## src/rtl/core/reed_solomon_encoder_macros.svh

```systemverilog
// Assertion macros for the Reed-Solomon encoder.
// Included by RTL files that carry concurrent checks; depends on clk and rst_n in scope.
`ifndef REED_SOLOMON_ENCODER_MACROS_SVH
`define REED_SOLOMON_ENCODER_MACROS_SVH

`ifndef SYNTH
`define RSE_ASSERT(lbl, prop, msg) \
    lbl: assert property (@(posedge clk) disable iff (!rst_n) prop) else $error(msg);
`define RSE_ASSERT_IMP(lbl, ante, cons, msg) \
    lbl: assert property (@(posedge clk) disable iff (!rst_n) (ante) |-> (cons)) \
        else $error(msg);
`else
`define RSE_ASSERT(lbl, prop, msg)
`define RSE_ASSERT_IMP(lbl, ante, cons, msg)
`endif

`endif

```

## src/rtl/core/rse_pkg.sv

```systemverilog
// Shared types, constants and GF(256) functions for the Reed-Solomon encoder.
// No dependencies.
`timescale 1ns / 1ps

package rse_pkg;

    localparam int          NUM_PARITY_DEF = 32;
    localparam int          MAX_DATA_DEF   = 223;
    localparam int          MAX_PARITY     = 32;
    localparam logic [7:0]  GF_POLY_LOW    = 8'h1d;
    localparam logic [7:0]  COUNT_MAX      = 8'hff;

    typedef struct packed {
        logic [7:0] data_byte;
        logic       last_byte;
    } msg_t;

    typedef struct packed {
        logic [7:0] out_byte;
        logic       is_parity;
        logic       end_of_codeword;
        logic       too_long;
    } cw_t;

    // GF(256) multiply modulo x^8+x^4+x^3+x^2+1
    function automatic logic [7:0] gf_mul(input logic [7:0] x, input logic [7:0] y);
        logic [7:0] acc;
        logic [7:0] a;
        acc = 8'h00;
        a   = x;
        for (int k = 0; k < 8; k++) begin
            if (y[k])
                acc = acc ^ a;
            a = {a[6:0], 1'b0} ^ (a[7] ? GF_POLY_LOW : 8'h00);
        end
        return acc;
    endfunction

    // Generator coefficient idx (leading term at 0), roots alpha^0..alpha^(np-1)
    function automatic logic [7:0] gen_coef(input int np, input int idx);
        logic [7:0] g [0:MAX_PARITY];
        logic [7:0] root;
        for (int i = 0; i <= MAX_PARITY; i++)
            g[i] = 8'h00;
        g[0] = 8'h01;
        root = 8'h01;
        for (int i = 0; i < np; i++) begin
            for (int j = i + 1; j > 0; j--)
                g[j] = g[j] ^ gf_mul(g[j-1], root);
            root = gf_mul(root, 8'h02);
        end
        return g[idx];
    endfunction

endpackage

```

## src/rtl/core/rse_parity.sv

```systemverilog
// Parity shift register, block byte counter and overlength flag.
// Depends on rse_pkg.
`timescale 1ns / 1ps

module rse_parity #(
    parameter int NUM_PARITY = rse_pkg::NUM_PARITY_DEF,
    parameter int MAX_DATA   = rse_pkg::MAX_DATA_DEF
) (
    input  logic                         clk,
    input  logic                         rst_n,
    input  logic                         step,
    input  rse_pkg::msg_t                msg,
    output logic [NUM_PARITY-1:0][7:0]   parity_next,
    output logic                         too_long_next
);
    import rse_pkg::*;

    logic [NUM_PARITY-1:0][7:0] parity_reg;
    logic [7:0]                 count_reg;
    logic [7:0]                 count_next;
    logic                       over_reg;
    logic [7:0]                 fb;

    assign fb = msg.data_byte ^ parity_reg[0];

    for (genvar j = 0; j < NUM_PARITY; j++) begin : g_tap
        localparam logic [7:0] COEF = gen_coef(NUM_PARITY, j + 1);
        if (j < NUM_PARITY - 1) begin : g_mid
            assign parity_next[j] = parity_reg[j+1] ^ gf_mul(fb, COEF);
        end
        else begin : g_top
            assign parity_next[j] = gf_mul(fb, COEF);
        end
    end

    // saturating count
    assign count_next    = (count_reg != COUNT_MAX) ? count_reg + 8'd1 : count_reg;
    assign too_long_next = over_reg || (count_next > 8'(MAX_DATA));

    always_ff @(posedge clk or negedge rst_n)
    begin
        if (!rst_n)
        begin
            parity_reg <= '0;
            count_reg  <= '0;
            over_reg   <= 1'b0;
        end
        else if (step)
        begin
            if (msg.last_byte)
            begin
                parity_reg <= '0;
                count_reg  <= '0;
                over_reg   <= 1'b0;
            end
            else
            begin
                parity_reg <= parity_next;
                count_reg  <= count_next;
                over_reg   <= too_long_next;
            end
        end
    end

endmodule

```

## src/rtl/core/reed_solomon_encoder.sv

```systemverilog
// Systematic RS encoder over GF(256), top level with output register and parity drain.
// Depends on rse_pkg, rse_parity and reed_solomon_encoder_macros.svh.
//
// Usage:
//   msg channel (msg_valid/msg_ready/msg) carries one data byte per transfer;
//   msg.last_byte marks the final byte of a block.
//   cw channel (cw_valid/cw_ready/cw) carries codeword bytes: every data byte
//   passes through, and after the last one NUM_PARITY parity bytes follow,
//   register 0 first, with end_of_codeword on the final parity byte.
//   too_long is set once a block runs past MAX_DATA bytes, through its parity.
// Timing:
//   A data byte is registered onto cw in the cycle after its transfer. One byte per cycle
//   is taken while the receiver keeps up. After a last byte, msg_ready stays
//   low while the parity drain uses the single output register.
// Reset clears parity, count and flags and empties the output. If the
// receiver stalls, the output register holds and msg_ready drops the same cycle.
`timescale 1ns / 1ps

module reed_solomon_encoder #(
    parameter int NUM_PARITY = rse_pkg::NUM_PARITY_DEF,
    parameter int MAX_DATA   = rse_pkg::MAX_DATA_DEF
) (
    input  logic          clk,
    input  logic          rst_n,
    input  logic          msg_valid,
    output logic          msg_ready,
    input  rse_pkg::msg_t msg,
    output logic          cw_valid,
    input  logic          cw_ready,
    output rse_pkg::cw_t  cw
);
    import rse_pkg::*;

    localparam int CNT_W = $clog2(NUM_PARITY + 1);

    logic                       slot_free;
    logic                       msg_xfer;
    logic                       too_long_next;
    logic [NUM_PARITY-1:0][7:0] parity_next;
    logic [NUM_PARITY-1:0][7:0] drain_reg;
    logic [NUM_PARITY-1:0][7:0] drain_next;
    logic [CNT_W-1:0]           drain_cnt_reg;
    logic [CNT_W-1:0]           drain_cnt_next;
    logic                       drain_tl_reg;
    logic                       drain_tl_next;
    logic                       cw_valid_reg;
    logic                       cw_valid_next;
    cw_t                        cw_reg;
    cw_t                        cw_next;

    rse_parity #(
        .NUM_PARITY (NUM_PARITY),
        .MAX_DATA   (MAX_DATA)
    ) u_parity (
        .clk           (clk),
        .rst_n         (rst_n),
        .step          (msg_xfer),
        .msg           (msg),
        .parity_next   (parity_next),
        .too_long_next (too_long_next)
    );

    assign slot_free = !cw_valid_reg || cw_ready;
    assign msg_ready = slot_free && (drain_cnt_reg == '0);
    assign msg_xfer  = msg_valid && msg_ready;

    always_comb
    begin
        cw_valid_next  = cw_valid_reg;
        cw_next        = cw_reg;
        drain_next     = drain_reg;
        drain_cnt_next = drain_cnt_reg;
        drain_tl_next  = drain_tl_reg;
        if (slot_free)
        begin
            if (drain_cnt_reg != '0)
            begin
                cw_valid_next           = 1'b1;
                cw_next.out_byte        = drain_reg[0];
                cw_next.is_parity       = 1'b1;
                cw_next.end_of_codeword = (drain_cnt_reg == CNT_W'(1));
                cw_next.too_long        = drain_tl_reg;
                drain_next              = drain_reg >> 8;
                drain_cnt_next          = drain_cnt_reg - CNT_W'(1);
            end
            else if (msg_xfer)
            begin
                cw_valid_next           = 1'b1;
                cw_next.out_byte        = msg.data_byte;
                cw_next.is_parity       = 1'b0;
                cw_next.end_of_codeword = 1'b0;
                cw_next.too_long        = too_long_next;
                if (msg.last_byte)
                begin
                    drain_next     = parity_next;
                    drain_cnt_next = CNT_W'(NUM_PARITY);
                    drain_tl_next  = too_long_next;
                end
            end
            else
            begin
                cw_valid_next = 1'b0;
            end
        end
    end

    always_ff @(posedge clk or negedge rst_n)
    begin
        if (!rst_n)
        begin
            cw_valid_reg  <= 1'b0;
            drain_cnt_reg <= '0;
        end
        else
        begin
            cw_valid_reg  <= cw_valid_next;
            drain_cnt_reg <= drain_cnt_next;
        end
    end

    always_ff @(posedge clk)
    begin
        cw_reg       <= cw_next;
        drain_reg    <= drain_next;
        drain_tl_reg <= drain_tl_next;
    end

    assign cw_valid = cw_valid_reg;
    assign cw       = cw_reg;

`include "reed_solomon_encoder_macros.svh"

    `RSE_ASSERT(a_last_loads_drain, msg_xfer && msg.last_byte |=> drain_cnt_reg == CNT_W'(NUM_PARITY), "parity drain not loaded after last byte")
    `RSE_ASSERT_IMP(a_drain_keeps_valid, drain_cnt_reg != '0, cw_valid_reg, "parity pending with empty output register")
    `RSE_ASSERT_IMP(a_eoc_is_parity, cw_valid_reg && cw_reg.end_of_codeword, cw_reg.is_parity, "end of codeword on a data byte")
    `RSE_ASSERT_IMP(a_eoc_drain_done, cw_valid_reg && cw_reg.end_of_codeword, drain_cnt_reg == '0, "parity left after end of codeword")

endmodule

```

## config.mk

```make
export PLATFORM = sky130hd
export DESIGN_NAME = reed_solomon_encoder
export DESIGN_NICKNAME = d
export VERILOG_FILES = /design/src/rtl/core/rse_pkg.sv /design/src/rtl/core/rse_parity.sv /design/src/rtl/core/reed_solomon_encoder.sv
export VERILOG_INCLUDE_DIRS = /design/src /design/src/rtl/core
export SDC_FILE = /design/constraint.sdc
export NUM_CORES = 1
export LEC_CHECK = 0
export ABC_AREA = 1
export BUFFER_PORTS_ARGS = -buffer_cell sky130_fd_sc_hd__buf_2
export CAP_MARGIN = 0
export CORE_MARGIN = 3
export CORE_UTILIZATION = 30
export CTS_BUF_LIST = sky130_fd_sc_hd__clkbuf_4 sky130_fd_sc_hd__clkbuf_8
export CTS_CLUSTER_DIAMETER = 40
export DETAILED_ROUTE_END_ITERATION = 7
export MAX_ROUTING_LAYER = met4
export PLACE_DENSITY_LB_ADDON = 0.12
export RECOVER_POWER = 50
export SKIP_CTS_REPAIR_TIMING = 1
export SLEW_MARGIN = 40
export SYNTH_ARGS = -nofsm -noshare
export SYNTH_HDL_FRONTEND = slang
export SYNTH_SLANG_ARGS = --single-unit
```

## constraint.sdc

```tcl
create_clock -name clk -period 23.9 [get_ports clk]
set_input_delay 3.585 -clock clk [delete_from_list [all_inputs] [get_ports clk]]
set_output_delay 3.585 -clock clk [all_outputs]
set_load 0.005 [all_outputs]
```

Word level (Yosys, flattened, before mapping)
Cells that the tools add are included.
{"block": "op_classes", "addsub": 2, "order_cmp": 1, "eq_ne": 2, "muxes": 21, "bitwise_logic": 98, "n_reduce_logical": 12}
{"cell": "256-bit two-way mux", "count": 3}
{"cell": "8-bit bitwise XOR", "count": 95}
{"cell": "248-bit two-way mux", "count": 1}
{"cell": "5-bit two-way mux", "count": 7}
{"cell": "11-bit two-way mux", "count": 2}
{"cell": "6-bit two-way mux", "count": 3}
{"cell": "8-bit two-way mux", "count": 2}
{"cell": "8-bit by 5-bit bitwise XOR with 8-bit output", "count": 2}
{"cell": "8-bit by 1-bit adder with 8-bit output (second input constant)", "count": 1}
{"cell": "8-bit greater-than comparator (second input constant)", "count": 1}
{"cell": "8-bit != test (second input constant)", "count": 1}
{"cell": "6-bit by 1-bit equality test with 1-bit output (second input constant)", "count": 1}
{"cell": "6-bit logical NOT", "count": 1}
{"cell": "6-bit nonzero test", "count": 1}
{"cell": "6-bit by 1-bit subtractor with 6-bit output (second input constant)", "count": 1}
{"cell": "4-bit AND reduction", "count": 1}
{"cell": "2-bit nonzero test", "count": 2}
{"cell": "1-bit two-way mux", "count": 3}
{"cell": "3-bit AND reduction", "count": 1}
{"cell": "1-bit logical AND", "count": 2}
{"cell": "1-bit logical OR", "count": 2}
{"cell": "2-bit AND reduction", "count": 1}
{"cell": "1-bit logical NOT", "count": 1}
{"cell": "1-bit NOT", "count": 1}
{"block": "totals", "regBits": 540, "input_bits": 13, "wordCells": 209}

Logic depth before layout (Yosys ltp)
{"block": "depth", "word_depth": 20, "ltp_mapped": 18}

Cells and area by module
From an unflattened synthesis, not the netlist that was laid out.
{"block": "hier_totals", "hier_cells": 3159, "area_unflattened_um2": 27780.4}
{"mod": "rse_parity", "instances": 1, "cells_per_inst": 1981, "area_per_inst_um2": 15955.3, "seq_area_each_um2": 6631.4}
{"mod": "reed_solomon_encoder", "instances": 1, "cells_per_inst": 1178, "area_per_inst_um2": 11825.1, "seq_area_each_um2": 8222.9}

Worst setup path after synthesis
Ideal clock, no wire load.
{"block": "synth_path", "path_type": "input -> register", "startpoint": "input port msg_valid", "endpoint": "register drain_cnt_reg[5]", "setup_time_ns": 0.120, "arrival_time_ns": 10.279, "setup_slack_ns": 13.501, "cell_stages": 9, "n_path_buf": 0, "cell_sequence": "inv_1 a21oi_1 o21ai_0 inv_1 nand3_1 inv_1 nand2_1 o21ai_0 nand2_1"}
{"block": "synth_via", "elab_chain_len": 3}
{"element": "start, declared", "line": "reed_solomon_encoder.sv:25", "text": "input logic msg_valid,"}
{"element": "1-bit logical AND", "line": "reed_solomon_encoder.sv:65", "text": "assign msg_xfer = msg_valid && msg_ready;"}
{"element": "2-bit nonzero test (no line)"}
{"element": "3-bit AND reduction (no line)"}
{"element": "end signal, assigned", "line": "reed_solomon_encoder.sv:117", "text": "drain_cnt_reg <= drain_cnt_next;"}
{"element": "end, declared", "line": "reed_solomon_encoder.sv:42", "text": "logic [CNT_W-1:0] drain_cnt_reg;"}
No other way between the ends.
A chain may end at the register's enable or synchronous reset.

Final worst setup path
{"block": "layout_path", "startpoint": "register drain_cnt_reg[0]", "endpoint": "register drain_cnt_reg[5]"}
{"block": "layout_via", "elab_chain_len": 5, "word_cells_on_any_way": 9, "classes_between": "1 x add/sub; 1 x mux; 7 x reduce/logical"}
{"element": "branches (longest 5 deep; another with 6-bit by 1-bit subtractor with 6-bit output)"}
Parallel ways; which one is timed is not known.

==> out/qor.log <==
[floorplanning] top-level port count 26
[setup_path] Critical Path RT 24.51 ns
[sta] FMAX 81.2 MHz
[sta] final worst path period need 12.32 ns
[setup_path] worst reg-to-reg path cell count 15
[cells_and_area] fraction of layout instances using a drive strength above 1 0.127
[synth] complex-gate fraction of the synthesized area 0.0870
[synth] YS warnings 0
[global_route] global-route wire length before repair 128,000 µm
[cells_and_area] Final #Nets 2,791
[clock_tree] number of buffers on the longest clock path 3
[floorplanning] Die W 304 µm
[pwr] sw frac 0.449
[detailed_routing] first-pass iteration count of the detailed router 6
[pwr] cell area power density 156 nW/µm²
[synth] Post-synth EDFFs 268
[synth] share of the synthesized area in the top cell type 0.301
[pwr] Clk network pwr share 0.234
[detailed_routing] routed via count 19,400
[cells_and_area] Filler cells 8,938
[synth] count of cell types in the netlist 45
[pwr] switching power summed over all nets 2.12 mW
[setup_path] setup slack on the worst flop-to-flop path 11.58 ns
[global_route] overall track demand over capacity in global routing 0.189
[pwr] overall power after layout 4.73 mW
[setup_path] crit path kind register to register
[global_route] via count of the first global-routing pass 19,700
[pwr] total leakage power 14.3 nW
[sta] final setup TNS 0 ns
[clock_tree] clock edge transition at the registers on the reported setup and hold paths 0.06 ns
[detailed_routing] ANT nets after route 0
[clock_tree] clock tree root driver cell sky130_fd_sc_hd__clkbuf_8
[floorplanning] number of cell rows 108
[synth] area fraction in and, or, nand and nor cells after synthesis 0.177
[setup_path] Max FO, Critical Path 122
[synth] synthesized-area fraction occupied by adder cells 0.00187
[pwr] total internal power 2.61 mW
[sta] final cycle utilization of the critical path 0.515
[sta] Worst Hold Margin 0.471 ns
[sta] Fin Clk Skew 0.0638 ns
[clock_tree] source-to-sink clock delay at the later pin of the worst-skew pair 0.74 ns
[sta] RSZ-0062 raised after global routing false
[setup_path] cell family contributing the most delay on the critical path buffers and inverters
[setup_path] CP bufs+invs 6
[setup_path] endpoint class of the critical path register
[clock_tree] CTS HTree Levels 3
[floorplanning] die span in y 304 µm
[synth] portion of netlist area occupied by mux cells 0
[synth] cells after synthesis 2,739
[cells_and_area] register cell area after layout 14,900 µm²
[detailed_routing] routed via count divided by cell count 4.80
[detailed_routing] aggregate routed wire length 85,600 µm
[global_route] Overflow after GRT 0
[cells_and_area] post-layout utilization of the core 0.347
[setup_path] reg-to-reg endpoint drain_cnt_reg[5]$_DFFE_PN0P_
[setup_path] critical path launch point type register
[min_path] hold-critical path depth 2
[synth] area share of xor/xnor cells in the synthesized design 0.121
[cells_and_area] area growth from synthesis to final layout 13.5%
[synth] number of storage elements in the synthesis netlist 540
[synth] Syn Std Cell Area 26,700 µm²
[sta] actual transition at the worst max-transition pin 6.73 ns
[floorplanning] Std-Cell Core Area 87,400 µm²
[global_route] pin count of the biggest net entering global routing 191
[min_path] beginning of the worst hold path drain_reg[237]$_DFFE_PP_
[pwr] worst IR drop on VDD 0.0000680 V
[synth] combinational family with the most area after synthesis simple AND/OR/NAND/NOR gates
[clock_tree] clk sink count 540
[pwr] relative contribution of combinational cells to total power 0.471
[pwr] sequential cell fraction of total power 0.295
[synth] part of the Yosys area used for sequential elements 0.556
[min_path] path type of the worst min-delay path register to register
[placed_design] routability congestion estimate from global placement 0.796
[synth] cell types occupying the most area after synthesis sky130_fd_sc_hd__edfxtp_1 30%, sky130_fd_sc_hd__dfrtp_1 25%, sky130_fd_sc_hd__nand2_1 11%
[clock_tree] cts bufs inserted 111
[run] max_cap viols 22
[synth] Async S/R FF share, synth 0.504
[sta] final hold violation count 0
[setup_path] highest cell delay on the worst timing path 5.07 ns
[sta] final count of negative-setup-slack endpoints 0
[synth] Synthesized Nets 2,756
[detailed_routing] detailed router's first-iteration violation count 1,311
[global_route] antenna violations before repair 1
[sta] worst slew margin relative to its limit -3.51
[setup_path] Arrival @ worst endpoint 12.93 ns
[setup_path] cell chain of the critical path inv_1 > ha_1 > nand3_1 > clkinvlp_2 > a21oi_1 > clkbuf_1 > o21ai_0 > clkinvlp_2 > buf_6 > nand3_1 > inv_1 > nand2_1 > nor3_1 > nor2_1 > nand2_1
[detailed_routing] average wire per cell in the routed design 21.2 µm
[setup_path] Crit Reg-Reg Startpoint drain_cnt_reg[0]$_DFFE_PN0P_
[min_path] Endpoint, Worst Hold drain_reg[229]$_DFFE_PP_
[floorplanning] starting density of the core 0.305
[cells_and_area] area occupied by multi-input gates 10,300 µm²
[synth] library cell with the largest summed area after synthesis sky130_fd_sc_hd__edfxtp_1
[placed_design] number of input and output port buffers inserted 25
[synth] most instantiated flip-flop cell in the synthesis netlist sky130_fd_sc_hd__dfrtp_1
[status] outcome complete, but fails checks
[clock_tree] CTS tree done
[placed_design] hpwl dp 53,100 µm
[synth] Post-synth top cells 796 x sky130_fd_sc_hd__nand2_1, 272 x sky130_fd_sc_hd__dfrtp_1, 268 x sky130_fd_sc_hd__edfxtp_1
[setup_path] cell with the largest stage delay on the worst path sky130_fd_sc_hd__clkinvlp_2
[synth] synthesized area per cell 9.75 µm²
[synth] most frequent cell after synthesis sky130_fd_sc_hd__nand2_1
[sta] final-report max-slew violation count 1,134
[detailed_routing] remaining routing DRC violations 0
[status] failing checks capacitance limit, slew limit
[floorplanning] area of the die 92,600 µm²
## layout make-up
cell class | count | share of cell area
sequential | 540 | 0.490
multi-input combinational | 1839 | 0.339
clock buffer | 178 | 0.0701
tap | 1155 | 0.0477
inverter | 232 | 0.0292
clock inverter | 34 | 0.0146
timing repair buffer | 50 | 0.00875
antenna | 3 | 0.000248
## cells in the final DEF (no fill, tap or decap), types with 5 or more instances in the layout
cell and instances:
sky130_fd_sc_hd__a21oi_1 7, sky130_fd_sc_hd__buf_2 13, sky130_fd_sc_hd__buf_4 6, sky130_fd_sc_hd__bufinv_16 9, sky130_fd_sc_hd__clkbuf_1 27, sky130_fd_sc_hd__clkbuf_4 52, sky130_fd_sc_hd__clkbuf_8 126, sky130_fd_sc_hd__clkinv_2 11
sky130_fd_sc_hd__clkinvlp_4 6, sky130_fd_sc_hd__dfrtp_1 272, sky130_fd_sc_hd__edfxtp_1 268, sky130_fd_sc_hd__inv_1 216, sky130_fd_sc_hd__inv_2 10, sky130_fd_sc_hd__nand2_1 809, sky130_fd_sc_hd__nand2_2 45, sky130_fd_sc_hd__nand2_4 22
sky130_fd_sc_hd__nand3_1 153, sky130_fd_sc_hd__nand3b_1 5, sky130_fd_sc_hd__nor2_1 27, sky130_fd_sc_hd__o21ai_0 255, sky130_fd_sc_hd__o21ai_1 32, sky130_fd_sc_hd__o22ai_1 117, sky130_fd_sc_hd__or2_1 6, sky130_fd_sc_hd__or2_2 9
sky130_fd_sc_hd__xnor2_1 37, sky130_fd_sc_hd__xor2_1 255, sky130_fd_sc_hd__xor2_2 16, sky130_fd_sc_hd__xor2_4 9
## cell families (layout without fill, tap and decap cells)
| group | Yosys count | in the layout |
|---|---|---|
| simple gates | 1084 | 1084 |
| flops | 540 | 540 |
| compound gates | 425 | 425 |
| buf+inv | 360 | 494 |
| xor+xnor | 326 | 326 |
| fa+ha+maj | 4 | 4 |
| other cells | 0 | 3 |
## worst min-delay path, cell delays in order, from the launching register on
cell and delay, ns:
sky130_fd_sc_hd__edfxtp_1 0.32, sky130_fd_sc_hd__nand2_1 0.05, sky130_fd_sc_hd__o21ai_0 0.05
## how the worst max path moves through the flow
stage / start / end / slack [ns] / depth (start not counted)
floorplan: msg_valid / drain_cnt_reg[5]$_DFFE_PN0P_ / 13.50 / 9
global placement: cw_ready / msg_ready / 16.13 / 4
detailed placement: cw_ready / msg_ready / 16.21 / 4
CTS: cw_ready / msg_ready / 16.22 / 4
global route: drain_cnt_reg[3]$_DFFE_PN0P_ / drain_cnt_reg[4]$_DFFE_PN0P_ / 10.20 / 13
finish: drain_cnt_reg[0]$_DFFE_PN0P_ / drain_cnt_reg[5]$_DFFE_PN0P_ / 11.58 / 15
## power by group through the flow
stage / combinational [mW] / sequential [mW] / clock, mW
CTS: 2.25 / 1.39 / 1.13
global placement: 2.22 / 1.40 / 0
floorplan: 1.54 / 1.38 / 0
finish: 2.23 / 1.40 / 1.10
detailed placement: 2.24 / 1.40 / 0
global route: 2.45 / 1.42 / 1.17
## per-stage QoR
| step | instance area [µm²] | setup WS, ns | instances |
|---|---|---|---|
| 2_1_floorplan | 26700 | 13.50 | 2739 |
| 3_3_place_gp | 27900 | 16.13 | 3811 |
| 3_5_place_dp | 27900 | 16.21 | 3813 |
| 4_1_cts | 30500 | 16.22 | 4025 |
| 5_1_grt | 30300 | 10.20 | 4029 |
| 6_report | 30300 | 11.58 | 4031 |
## per-layer routing
layer | routed length, µm | vias to the layer above | GRT usage
li1 | - | 9085 | -
met5 | 0 | - | -
met2 | 38800 | 457 | 0.289
met1 | 39800 | 9666 | 0.256
met3 | 4260 | 155 | 0.0333
met4 | 2730 | 0 | 0.0592
No activity file was read; power rests on OpenSTA's default activity.
